--- src/sv/esp_pkg.sv ---
`default_nettype none

package esp_pkg;

    // default accumulator width, numbers saturate at all ones
    localparam int NumberBitsDef = 16;

    // result queue depth, two free entries are needed per input byte
    localparam int FifoDepth = 4;

    // characters of the escape grammar
    localparam logic [7:0] CH_ESC      = 8'h1B;
    localparam logic [7:0] CH_BEL      = 8'h07;
    localparam logic [7:0] CH_LBRACKET = 8'h5B;
    localparam logic [7:0] CH_QUESTION = 8'h3F;
    localparam logic [7:0] CH_RBRACKET = 8'h5D;
    localparam logic [7:0] CH_SEMI     = 8'h3B;
    localparam logic [7:0] CH_LOWER_H  = 8'h68;
    localparam logic [7:0] CH_LOWER_L  = 8'h6C;
    localparam logic [7:0] CH_BSLASH   = 8'h5C;
    localparam logic [7:0] CH_ZERO     = 8'h30;
    localparam logic [7:0] CH_NINE     = 8'h39;

    // error codes carried in the number field
    localparam logic [15:0] ERR_BAD_INTRO   = 16'd0;
    localparam logic [15:0] ERR_CSI_PARAM   = 16'd1;
    localparam logic [15:0] ERR_CSI_INTER   = 16'd2;
    localparam logic [15:0] ERR_DEC_NO_ID   = 16'd3;
    localparam logic [15:0] ERR_DEC_TERM    = 16'd4;
    localparam logic [15:0] ERR_OSC_NO_SEMI = 16'd5;

    typedef enum logic [2:0] {
        PH_IDLE,
        PH_ESC,
        PH_CSI_FIRST,
        PH_CSI_ARGS,
        PH_DEC,
        PH_OSC_ID,
        PH_OSC_PAY,
        PH_OSC_ESC
    } t_phase;

    typedef enum logic [2:0] {
        EV_CSI_ARG    = 3'd0,
        EV_CSI_END    = 3'd1,
        EV_DEC        = 3'd2,
        EV_OSC_START  = 3'd3,
        EV_OSC_BYTE   = 3'd4,
        EV_OSC_VEND   = 3'd5,
        EV_ERROR      = 3'd6
    } t_event;

    // parser control state
    typedef struct packed {
        t_phase phase;
        logic   digits_seen;
        logic   args_seen;
    } t_ctrl;

    // one result item
    typedef struct packed {
        t_event      ev;
        logic [15:0] number;
        logic        flag;
        logic [7:0]  data_byte;
        logic        last;
    } t_result;

    // phase taken when a sequence ends on byte b
    function automatic t_phase idle_phase(input logic [7:0] b);
        return (b == CH_ESC) ? PH_ESC : PH_IDLE;
    endfunction

endpackage

`default_nettype wire

--- src/sv/esp_step.sv ---
`default_nettype none

module esp_step #(
    parameter int NUMBER_BITS = esp_pkg::NumberBitsDef
) (
    input  wire esp_pkg::t_ctrl     i_ctrl,
    input  wire [NUMBER_BITS-1:0]   i_acc,
    input  wire [7:0]               i_byte,
    output esp_pkg::t_ctrl          o_ctrl,
    output logic [NUMBER_BITS-1:0]  o_acc,
    output logic [1:0]              o_count,
    output esp_pkg::t_result        o_res0,
    output esp_pkg::t_result        o_res1
);

    localparam int WideBits = NUMBER_BITS + 4;
    localparam logic [NUMBER_BITS-1:0] NumMax = '1;

    function automatic esp_pkg::t_result mk(
        input esp_pkg::t_event ev,
        input logic [15:0]     number,
        input logic            flag,
        input logic [7:0]      data_byte,
        input logic            last
    );
        esp_pkg::t_result r;
        r.ev        = ev;
        r.number    = number;
        r.flag      = flag;
        r.data_byte = data_byte;
        r.last      = last;
        return r;
    endfunction

    logic                   is_digit;
    logic [WideBits-1:0]    acc_ext;
    logic [WideBits-1:0]    acc_sum;
    logic [NUMBER_BITS-1:0] acc_dig;
    logic [15:0]            arg_num;
    esp_pkg::t_ctrl         idle_ctrl;
    esp_pkg::t_ctrl         done_ctrl;
    esp_pkg::t_result       arg_res;
    esp_pkg::t_result       none_res;

    // decimal digit accumulate with saturation
    assign is_digit = (i_byte >= esp_pkg::CH_ZERO) && (i_byte <= esp_pkg::CH_NINE);
    assign acc_ext  = WideBits'(i_acc);
    assign acc_sum  = (acc_ext << 3) + (acc_ext << 1) + WideBits'(i_byte[3:0]);
    assign acc_dig  = (acc_sum > WideBits'(NumMax)) ? NumMax : acc_sum[NUMBER_BITS-1:0];

    assign arg_num   = i_ctrl.digits_seen ? 16'(i_acc) : 16'd0;
    assign arg_res   = mk(esp_pkg::EV_CSI_ARG, arg_num, i_ctrl.digits_seen, 8'd0, 1'b0);
    assign none_res  = mk(esp_pkg::EV_CSI_ARG, 16'd0, 1'b0, 8'd0, 1'b0);
    assign idle_ctrl = '{phase: esp_pkg::idle_phase(i_byte), digits_seen: 1'b0,
                         args_seen: 1'b0};
    assign done_ctrl = '{phase: esp_pkg::PH_IDLE, digits_seen: 1'b0, args_seen: 1'b0};

    // osc payload byte handling
    logic             pay_valid;
    esp_pkg::t_phase  pay_phase;
    esp_pkg::t_result pay_res;

    always_comb begin
        pay_valid = 1'b1;
        pay_phase = esp_pkg::PH_OSC_PAY;
        pay_res   = mk(esp_pkg::EV_OSC_BYTE, 16'd0, 1'b0, i_byte, 1'b0);
        if (i_byte == esp_pkg::CH_SEMI) begin
            pay_res = mk(esp_pkg::EV_OSC_VEND, 16'd0, 1'b0, 8'd0, 1'b0);
        end else if (i_byte == esp_pkg::CH_BEL) begin
            pay_res   = mk(esp_pkg::EV_OSC_VEND, 16'd0, 1'b0, 8'd0, 1'b1);
            pay_phase = esp_pkg::PH_IDLE;
        end else if (i_byte == esp_pkg::CH_ESC) begin
            pay_valid = 1'b0;
            pay_phase = esp_pkg::PH_OSC_ESC;
        end
    end

    // csi argument and final byte handling
    esp_pkg::t_ctrl         csi_ctrl;
    logic [NUMBER_BITS-1:0] csi_acc;
    logic [1:0]             csi_count;
    esp_pkg::t_result       csi_res0;
    esp_pkg::t_result       csi_res1;
    logic                   csi_trail;
    esp_pkg::t_result       csi_end;

    always_comb begin
        csi_ctrl       = i_ctrl;
        csi_ctrl.phase = esp_pkg::PH_CSI_ARGS;
        csi_acc        = i_acc;
        csi_count      = 2'd0;
        csi_res0       = none_res;
        csi_res1       = none_res;
        csi_trail      = i_ctrl.digits_seen || i_ctrl.args_seen;
        if ((i_byte >= 8'h40) && (i_byte <= 8'h7E)) begin
            csi_end = mk(esp_pkg::EV_CSI_END, 16'd0, 1'b1, i_byte, 1'b1);
        end else begin
            csi_end = mk(esp_pkg::EV_CSI_END, 16'd0, 1'b0, 8'd0, 1'b1);
        end
        if (is_digit) begin
            csi_acc              = acc_dig;
            csi_ctrl.digits_seen = 1'b1;
        end else if (i_byte == esp_pkg::CH_SEMI) begin
            csi_res0  = arg_res;
            csi_count = 2'd1;
            csi_acc   = '0;
            csi_ctrl  = '{phase: esp_pkg::PH_CSI_ARGS, digits_seen: 1'b0, args_seen: 1'b1};
        end else if ((i_byte >= 8'h30) && (i_byte <= 8'h3F)) begin
            csi_res0  = mk(esp_pkg::EV_ERROR, esp_pkg::ERR_CSI_PARAM, 1'b0, 8'd0, 1'b1);
            csi_count = 2'd1;
            csi_acc   = '0;
            csi_ctrl  = idle_ctrl;
        end else if ((i_byte >= 8'h20) && (i_byte <= 8'h2F)) begin
            csi_res0  = mk(esp_pkg::EV_ERROR, esp_pkg::ERR_CSI_INTER, 1'b0, 8'd0, 1'b1);
            csi_count = 2'd1;
            csi_acc   = '0;
            csi_ctrl  = idle_ctrl;
        end else begin
            // trailing argument goes first when present
            if (csi_trail) begin
                csi_res0  = arg_res;
                csi_res1  = csi_end;
                csi_count = 2'd2;
            end else begin
                csi_res0  = csi_end;
                csi_count = 2'd1;
            end
            csi_acc = '0;
            // a final byte is consumed, any other byte starts over as idle input
            csi_ctrl = csi_end.flag ? done_ctrl : idle_ctrl;
        end
    end

    // next state and results per phase
    always_comb begin
        o_ctrl  = i_ctrl;
        o_acc   = i_acc;
        o_count = 2'd0;
        o_res0  = none_res;
        o_res1  = none_res;
        unique case (i_ctrl.phase)
            esp_pkg::PH_IDLE: begin
                o_ctrl = idle_ctrl;
                o_acc  = '0;
            end
            esp_pkg::PH_ESC: begin
                o_acc  = '0;
                o_ctrl = '{phase: esp_pkg::PH_IDLE, digits_seen: 1'b0, args_seen: 1'b0};
                if (i_byte == esp_pkg::CH_LBRACKET) begin
                    o_ctrl.phase = esp_pkg::PH_CSI_FIRST;
                end else if (i_byte == esp_pkg::CH_RBRACKET) begin
                    o_ctrl.phase = esp_pkg::PH_OSC_ID;
                end else begin
                    o_res0  = mk(esp_pkg::EV_ERROR, esp_pkg::ERR_BAD_INTRO, 1'b0, 8'd0, 1'b1);
                    o_count = 2'd1;
                    o_ctrl  = idle_ctrl;
                end
            end
            esp_pkg::PH_CSI_FIRST: begin
                if (i_byte == esp_pkg::CH_QUESTION) begin
                    o_acc              = '0;
                    o_ctrl.digits_seen = 1'b0;
                    o_ctrl.phase       = esp_pkg::PH_DEC;
                end else begin
                    o_ctrl  = csi_ctrl;
                    o_acc   = csi_acc;
                    o_count = csi_count;
                    o_res0  = csi_res0;
                    o_res1  = csi_res1;
                end
            end
            esp_pkg::PH_CSI_ARGS: begin
                o_ctrl  = csi_ctrl;
                o_acc   = csi_acc;
                o_count = csi_count;
                o_res0  = csi_res0;
                o_res1  = csi_res1;
            end
            esp_pkg::PH_DEC: begin
                if (is_digit) begin
                    o_acc              = acc_dig;
                    o_ctrl.digits_seen = 1'b1;
                end else if (!i_ctrl.digits_seen) begin
                    o_res0  = mk(esp_pkg::EV_ERROR, esp_pkg::ERR_DEC_NO_ID, 1'b0, 8'd0, 1'b1);
                    o_count = 2'd1;
                    o_acc   = '0;
                    o_ctrl  = idle_ctrl;
                end else if ((i_byte == esp_pkg::CH_LOWER_H)
                             || (i_byte == esp_pkg::CH_LOWER_L)) begin
                    o_res0  = mk(esp_pkg::EV_DEC, 16'(i_acc),
                                 i_byte == esp_pkg::CH_LOWER_H, 8'd0, 1'b1);
                    o_count = 2'd1;
                    o_acc   = '0;
                    o_ctrl  = done_ctrl;
                end else begin
                    o_res0  = mk(esp_pkg::EV_ERROR, esp_pkg::ERR_DEC_TERM, 1'b0, 8'd0, 1'b1);
                    o_count = 2'd1;
                    o_acc   = '0;
                    o_ctrl  = idle_ctrl;
                end
            end
            esp_pkg::PH_OSC_ID: begin
                if (is_digit) begin
                    o_acc              = acc_dig;
                    o_ctrl.digits_seen = 1'b1;
                end else if (i_byte != esp_pkg::CH_SEMI) begin
                    o_res0  = mk(esp_pkg::EV_ERROR, esp_pkg::ERR_OSC_NO_SEMI,
                                 1'b0, 8'd0, 1'b1);
                    o_count = 2'd1;
                    o_acc   = '0;
                    o_ctrl  = idle_ctrl;
                end else begin
                    o_res0  = mk(esp_pkg::EV_OSC_START, arg_num, i_ctrl.digits_seen,
                                 8'd0, 1'b0);
                    o_count = 2'd1;
                    o_acc   = '0;
                    o_ctrl  = '{phase: esp_pkg::PH_OSC_PAY, digits_seen: 1'b0,
                                args_seen: i_ctrl.args_seen};
                end
            end
            esp_pkg::PH_OSC_PAY: begin
                o_res0       = pay_res;
                o_count      = {1'b0, pay_valid};
                o_ctrl.phase = pay_phase;
            end
            esp_pkg::PH_OSC_ESC: begin
                if (i_byte == esp_pkg::CH_BSLASH) begin
                    o_res0  = mk(esp_pkg::EV_OSC_VEND, 16'd0, 1'b0, 8'd0, 1'b1);
                    o_count = 2'd1;
                    o_acc   = '0;
                    o_ctrl  = done_ctrl;
                end else begin
                    // held escape turns out to be payload
                    o_res0       = mk(esp_pkg::EV_OSC_BYTE, 16'd0, 1'b0,
                                      esp_pkg::CH_ESC, 1'b0);
                    o_res1       = pay_res;
                    o_count      = pay_valid ? 2'd2 : 2'd1;
                    o_ctrl.phase = pay_phase;
                end
            end
            default: begin
                o_ctrl = idle_ctrl;
                o_acc  = '0;
            end
        endcase
    end

endmodule

`default_nettype wire

--- src/sv/escape_sequence_parser.sv ---
// output: a result is registered in the result queue when its byte is accepted
// throughput: one byte per cycle while input ready is high; a byte may yield two results
// a four-entry result queue absorbs those; input ready drops with fewer than two free
// reset: synchronous active-low i_rst_n clears the parser state and empties the queue
// the input side becomes ready the cycle after reset is released
`default_nettype none

module escape_sequence_parser #(
    parameter int NUMBER_BITS = esp_pkg::NumberBitsDef
) (
    input  wire         i_clk,
    input  wire         i_rst_n,
    input  wire         i_s_axis_tvalid,
    output logic        o_s_axis_tready,
    input  wire  [7:0]  i_s_axis_tdata,   // [7:0] in_byte
    output logic        o_m_axis_tvalid,
    input  wire         i_m_axis_tready,
    output logic [31:0] o_m_axis_tdata,   // [15:0] number, [16] flag, [24:17] data_byte
    output logic [2:0]  o_m_axis_tuser,   // [2:0] event_res
    output logic        o_m_axis_tlast
);

    localparam int PtrW = $clog2(esp_pkg::FifoDepth);
    localparam int CntW = $clog2(esp_pkg::FifoDepth + 1);

    logic                   s_accept;
    logic                   m_pop;
    esp_pkg::t_ctrl         r_ctrl;
    esp_pkg::t_ctrl         n_ctrl;
    logic [NUMBER_BITS-1:0] r_acc;
    logic [NUMBER_BITS-1:0] n_acc;
    logic [1:0]             step_count;
    esp_pkg::t_result       step_res0;
    esp_pkg::t_result       step_res1;
    logic [1:0]             push_count;
    logic                   r_run;

    esp_pkg::t_result       r_fifo [esp_pkg::FifoDepth];
    logic [PtrW-1:0]        r_wr_ptr;
    logic [PtrW-1:0]        r_rd_ptr;
    logic [CntW-1:0]        r_count;
    logic [PtrW-1:0]        wr_ptr1;
    esp_pkg::t_result       head;

    // transaction handshakes
    assign s_accept   = i_s_axis_tvalid && o_s_axis_tready;
    assign m_pop      = o_m_axis_tvalid && i_m_axis_tready;
    assign push_count = s_accept ? step_count : 2'd0;

    // parser next-state logic
    esp_step #(
        .NUMBER_BITS (NUMBER_BITS)
    ) u_step (
        .i_ctrl  (r_ctrl),
        .i_acc   (r_acc),
        .i_byte  (i_s_axis_tdata),
        .o_ctrl  (n_ctrl),
        .o_acc   (n_acc),
        .o_count (step_count),
        .o_res0  (step_res0),
        .o_res1  (step_res1)
    );

    // parser state register
    always_ff @(posedge i_clk) begin
        if (!i_rst_n) begin
            r_ctrl <= '{phase: esp_pkg::PH_IDLE, digits_seen: 1'b0, args_seen: 1'b0};
            r_acc  <= '0;
            r_run  <= 1'b0;
        end else begin
            r_run <= 1'b1;
            if (s_accept) begin
                r_ctrl <= n_ctrl;
                r_acc  <= n_acc;
            end
        end
    end

    // result queue storage
    assign wr_ptr1 = r_wr_ptr + PtrW'(1);

    always_ff @(posedge i_clk) begin
        if (push_count != 2'd0) begin
            r_fifo[r_wr_ptr] <= step_res0;
        end
        if (push_count == 2'd2) begin
            r_fifo[wr_ptr1] <= step_res1;
        end
    end

    // result queue pointers and fill count
    always_ff @(posedge i_clk) begin
        if (!i_rst_n) begin
            r_wr_ptr <= '0;
            r_rd_ptr <= '0;
            r_count  <= '0;
        end else begin
            r_wr_ptr <= r_wr_ptr + PtrW'(push_count);
            r_rd_ptr <= r_rd_ptr + PtrW'(m_pop);
            r_count  <= r_count + CntW'(push_count) - CntW'(m_pop);
        end
    end

    // ports
    assign head            = r_fifo[r_rd_ptr];
    assign o_s_axis_tready = r_run && (r_count <= CntW'(esp_pkg::FifoDepth - 2));
    assign o_m_axis_tvalid = (r_count != '0);
    assign o_m_axis_tdata  = {7'd0, head.data_byte, head.flag, head.number};
    assign o_m_axis_tuser  = head.ev;
    assign o_m_axis_tlast  = head.last;

    // queue never overfills
    a_count_bound: assert property (@(posedge i_clk) disable iff (!i_rst_n)
        r_count <= CntW'(esp_pkg::FifoDepth))
        else $error("result queue overflow");

    // fill count tracks pushes and pops
    a_count_track: assert property (@(posedge i_clk) disable iff (!i_rst_n)
        $past(i_rst_n) |->
            r_count == CntW'($past(r_count) + CntW'($past(push_count))
                             - CntW'($past(m_pop))))
        else $error("result queue count mismatch");

    // idle phase holds a cleared number
    a_idle_clear: assert property (@(posedge i_clk) disable iff (!i_rst_n)
        r_ctrl.phase == esp_pkg::PH_IDLE |->
            (r_acc == '0) && !r_ctrl.digits_seen && !r_ctrl.args_seen)
        else $error("number not cleared in idle");

    // an error always drops out of the sequence
    a_error_exit: assert property (@(posedge i_clk) disable iff (!i_rst_n)
        s_accept && (step_count != 2'd0) && (step_res0.ev == esp_pkg::EV_ERROR) |=>
            (r_ctrl.phase == esp_pkg::PH_IDLE) || (r_ctrl.phase == esp_pkg::PH_ESC))
        else $error("error did not end the sequence");

endmodule

`default_nettype wire
--- config.mk ---
export PLATFORM = sky130hd
export DESIGN_NAME = escape_sequence_parser
export DESIGN_NICKNAME = d
export VERILOG_FILES = /design/src/sv/esp_pkg.sv /design/src/sv/esp_step.sv /design/src/sv/escape_sequence_parser.sv
export SDC_FILE = /design/constraint.sdc
export NUM_CORES = 1
export LEC_CHECK = 0
export BUFFER_PORTS_ARGS = -buffer_cell sky130_fd_sc_hd__clkbuf_2
export CELL_PAD_IN_SITES_DETAIL_PLACEMENT = 0
export CELL_PAD_IN_SITES_GLOBAL_PLACEMENT = 2
export CORE_MARGIN = 1
export CORE_UTILIZATION = 39
export CTS_BUF_LIST = sky130_fd_sc_hd__clkbuf_8 sky130_fd_sc_hd__clkbuf_16
export DETAILED_ROUTE_END_ITERATION = 12
export PLACE_DENSITY = 0.78
export SYNTH_ARGS = -nofsm -noshare
export SYNTH_HDL_FRONTEND = slang
export SYNTH_SLANG_ARGS = --single-unit
--- constraint.sdc ---
create_clock -name i_clk -period 4 [get_ports i_clk]
set_input_delay 0 -clock i_clk [delete_from_list [all_inputs] [get_ports i_clk]]
set_output_delay 0 -clock i_clk [all_outputs]
set_load 0.01 [all_outputs]
==> run summary <==
Filler Cell Count: 1940
async set or reset register ratio after synthesis: 0
Gate power share: 0.096
Clock Power Share: 0.451
hold buffers post-CTS: 1
post-route insts no fill: 1169
Yosys top cell area share: 0.2379
number of port buffers: 42
post-CTS resize count: 0
area of the mapped netlist: 8163 um^2
Peak supply drop: 271.6 uV
clock transition at the registers of the reported paths: 70 ps
Worst setup EP type: flop
Post-CTS Setup Bufs: 0
vias in the first global route: 6745
global-route wire length before repair: 37250 um
Worst Skew: 13.23 ps
Max-cap violations: 0
die width: 146.7 um
CP max stage delay: 520 ps
antenna-violating nets left: 0
root buffer cell: clkbuf_16
Worst EP required: 4300 ps
CTS tree: yes
Cell variety after synth: 69
P_sw: 974.7 uW
total grt overflow: 0
fin crit share: 0.8294
final hold vios: 0
unrepaired setup endpoints after global routing: false
CP Cell Sequence: inv_1, fa_1, inv_1, fa_1, a21o_1, nand3_1, a21oi_1, o41ai_1, o2111ai_2, buf_4, nor3_1, o21ai_0
Seq pwr share: 0.453
# diodes: 0
Core ar.: 20360 um^2
DRC viols: 0
Num Clock Sinks: 145
initial core utilization: 0.4008
largest net degree at the start of global routing: 47
pre-CTS worst setup slack: 696.1 ps
most common flop cell mapped by yosys: dfxtp_1
placed insts: 1136
EDFF count, synth: 48
Setup Viol. Count Final: 0
CP Class: reg -> reg
Die ar.: 21510 um^2
cells after synthesis: 867
Syn. warnings: 0
Final min period: 3318 ps
synth top area cells: dfxtp_1 24%, edfxtp_1 18%, mux4_2 8.0%
TNS Setup: 0 ps
# nets final: 937
final worst slack: 682.4 ps
most used standard cell by instance count after synthesis: dfxtp_1
hold crit path type: in -> reg
vias per cell: 5.940
leading area contributor after synthesis: dfxtp_1
row cnt: 52
number of iterations in the first detailed-routing pass: 5
status: finished clean
Post-DP HPWL: 15760 um
fin. max-slew vios: 0
Hold WS: 65.35 ps
register area share after synthesis: 0.4145
final wirelength: 23530 um
top cells by count, synth: 97 x dfxtp_1, 95 x o21ai_0, 71 x nand2_1, 71 x nand3_1, 48 x edfxtp_1
Iteration-0 DRC Markers: 661
CTS Buf Count: 17
Max Fclk: 0.3014 GHz
GP Congestion: 0.8780
vias: 6944
routed wire length per instance: 20.13 um
Worst Tran Pin Value: 1096 ps
clock buffer depth: 2
Mean Syn Cell Area: 9.415 um^2
chip height: 146.7 um
Internal: 2657 uW
Worst Path Max Fanout: 15
H-tree depth: 4
share of post-route cells with drive strength above 1: 0.1546
fin util: 0.4511
Worst path slowest cell: o41ai_1
aggregate global-route resource usage: 0.2242
switching fraction of total power: 0.2684
Slew Limit Headroom: 0.2693
initial antenna violation count: 0
Critical Path Start Type: flop
Worst EP arrival: 3620 ps
#FFs+latches synth: 145
Synth-to-Final Area Change: 12.54%
Ports: 50
Pwr Density: 395.3 nW/um^2
Worst-Skew Late Latency: 430 ps
LEAKAGE: 0.003268 uW
-- metal layers --
metal  GRT usage  vias to the layer above  routed length, um  part of all wire
met1      0.3065                     3377              10830              0.46
met4     0.05885                        0                225            0.0096
met5           0                        -                  0                 0
met2      0.3607                      262              10920              0.46
met3     0.04438                       22               1546             0.066
li1            -                     3283                  -                 -
-- cell usage in the layout (no fill, tap or decap), drive strengths merged, types with 34 or more instances in the layout --
master / synthesis / layout
ha: 36 / 36
o21ai: 95 / 95
nand2: 73 / 73
edfxtp: 48 / 48
a21oi: 38 / 38
dfxtp: 97 / 97
nor2: 41 / 41
clkbuf: 39 / 60
o22ai: 42 / 42
nand3: 72 / 72
nor3: 34 / 34
-- power groups by stage --
stage	Clock [uW]	Sequential [uW]	Combinational, uW
2_1_floorplan	0	1580	328
3_3_place_gp	0	1680	349
3_5_place_dp	0	1680	352
4_1_cts	1660	1650	353
5_1_grt	1720	1660	383
6_report	1640	1650	348
-- sequential cells by signal, indices dropped and copies added, names as in the netlist --
| register | flops |
|---|---|
| r_acc | 16 |
| r_count | 3 |
| r_ctrl | 5 |
| r_fifo | 116 |
| r_rd_ptr | 2 |
| r_run | 1 |
| r_wr_ptr | 2 |
-- metrics by stage --
step / cell area, um^2 / total power, uW
finish: 9186 / 3632
global route: 9186 / 3763
detailed placement: 8566 / 2034
global placement: 8566 / 2032
CTS: 9186 / 3661
floorplan: 8185 / 1905
-- cells by family (layout without fill, tap and decap cells) --
group | after synthesis | in the layout | share of synthesized area
AOI/OAI and AO/OA | 240 | 240 | 0.1800
xor gates and xnor gates | 15 | 15 | 0.01609
adders and majority gates | 39 | 39 | 0.06254
buffers and inverters | 90 | 116 | 0.04936
DFF | 145 | 145 | 0.4145
muxes | 40 | 40 | 0.09411
other | 1 | 7 | 0.0004594
and+or+nand+nor | 297 | 297 | 0.1830
-- path summary, 6_finish.rpt --
path,from,slack (ps),cells past startpoint,end
worst max-delay path,r_acc[0]$_SDFFE_PN0P_,680,12,r_acc[7]$_SDFFE_PN0P_
worst min-delay path,i_m_axis_tready,70,4,r_rd_ptr[0]$_SDFF_PN0_
worst max register to register,r_acc[0]$_SDFFE_PN0P_,680,12,r_acc[7]$_SDFFE_PN0P_
worst min register to register,r_fifo[0][22]$_SDFFE_PP0P_,470,2,r_fifo[0][22]$_SDFFE_PP0P_
-- worst max-delay path, delay by kind of cell (launching register included) --
family	cells	cell delay [ps]
buffers and inverters	3	370
DFF	1	390
AOI/OAI and AO/OA	5	1150
and+or+nand+nor	2	310
adders and majority gates	2	960
-- layout make-up --
class                           count  area, um^2  share of cell area
Clock inverter                     14       160.2             0.01743
Clock buffer                       18       450.4             0.04903
Timing Repair Buffer               64       377.9             0.04113
Tap cell                          270       337.8             0.03677
Inverter                           20       75.07            0.008172
Sequential cell                   145        3386              0.3686
Multi-Input combinational cell    638        4399              0.4789
(Power assumes the default switching activity.)
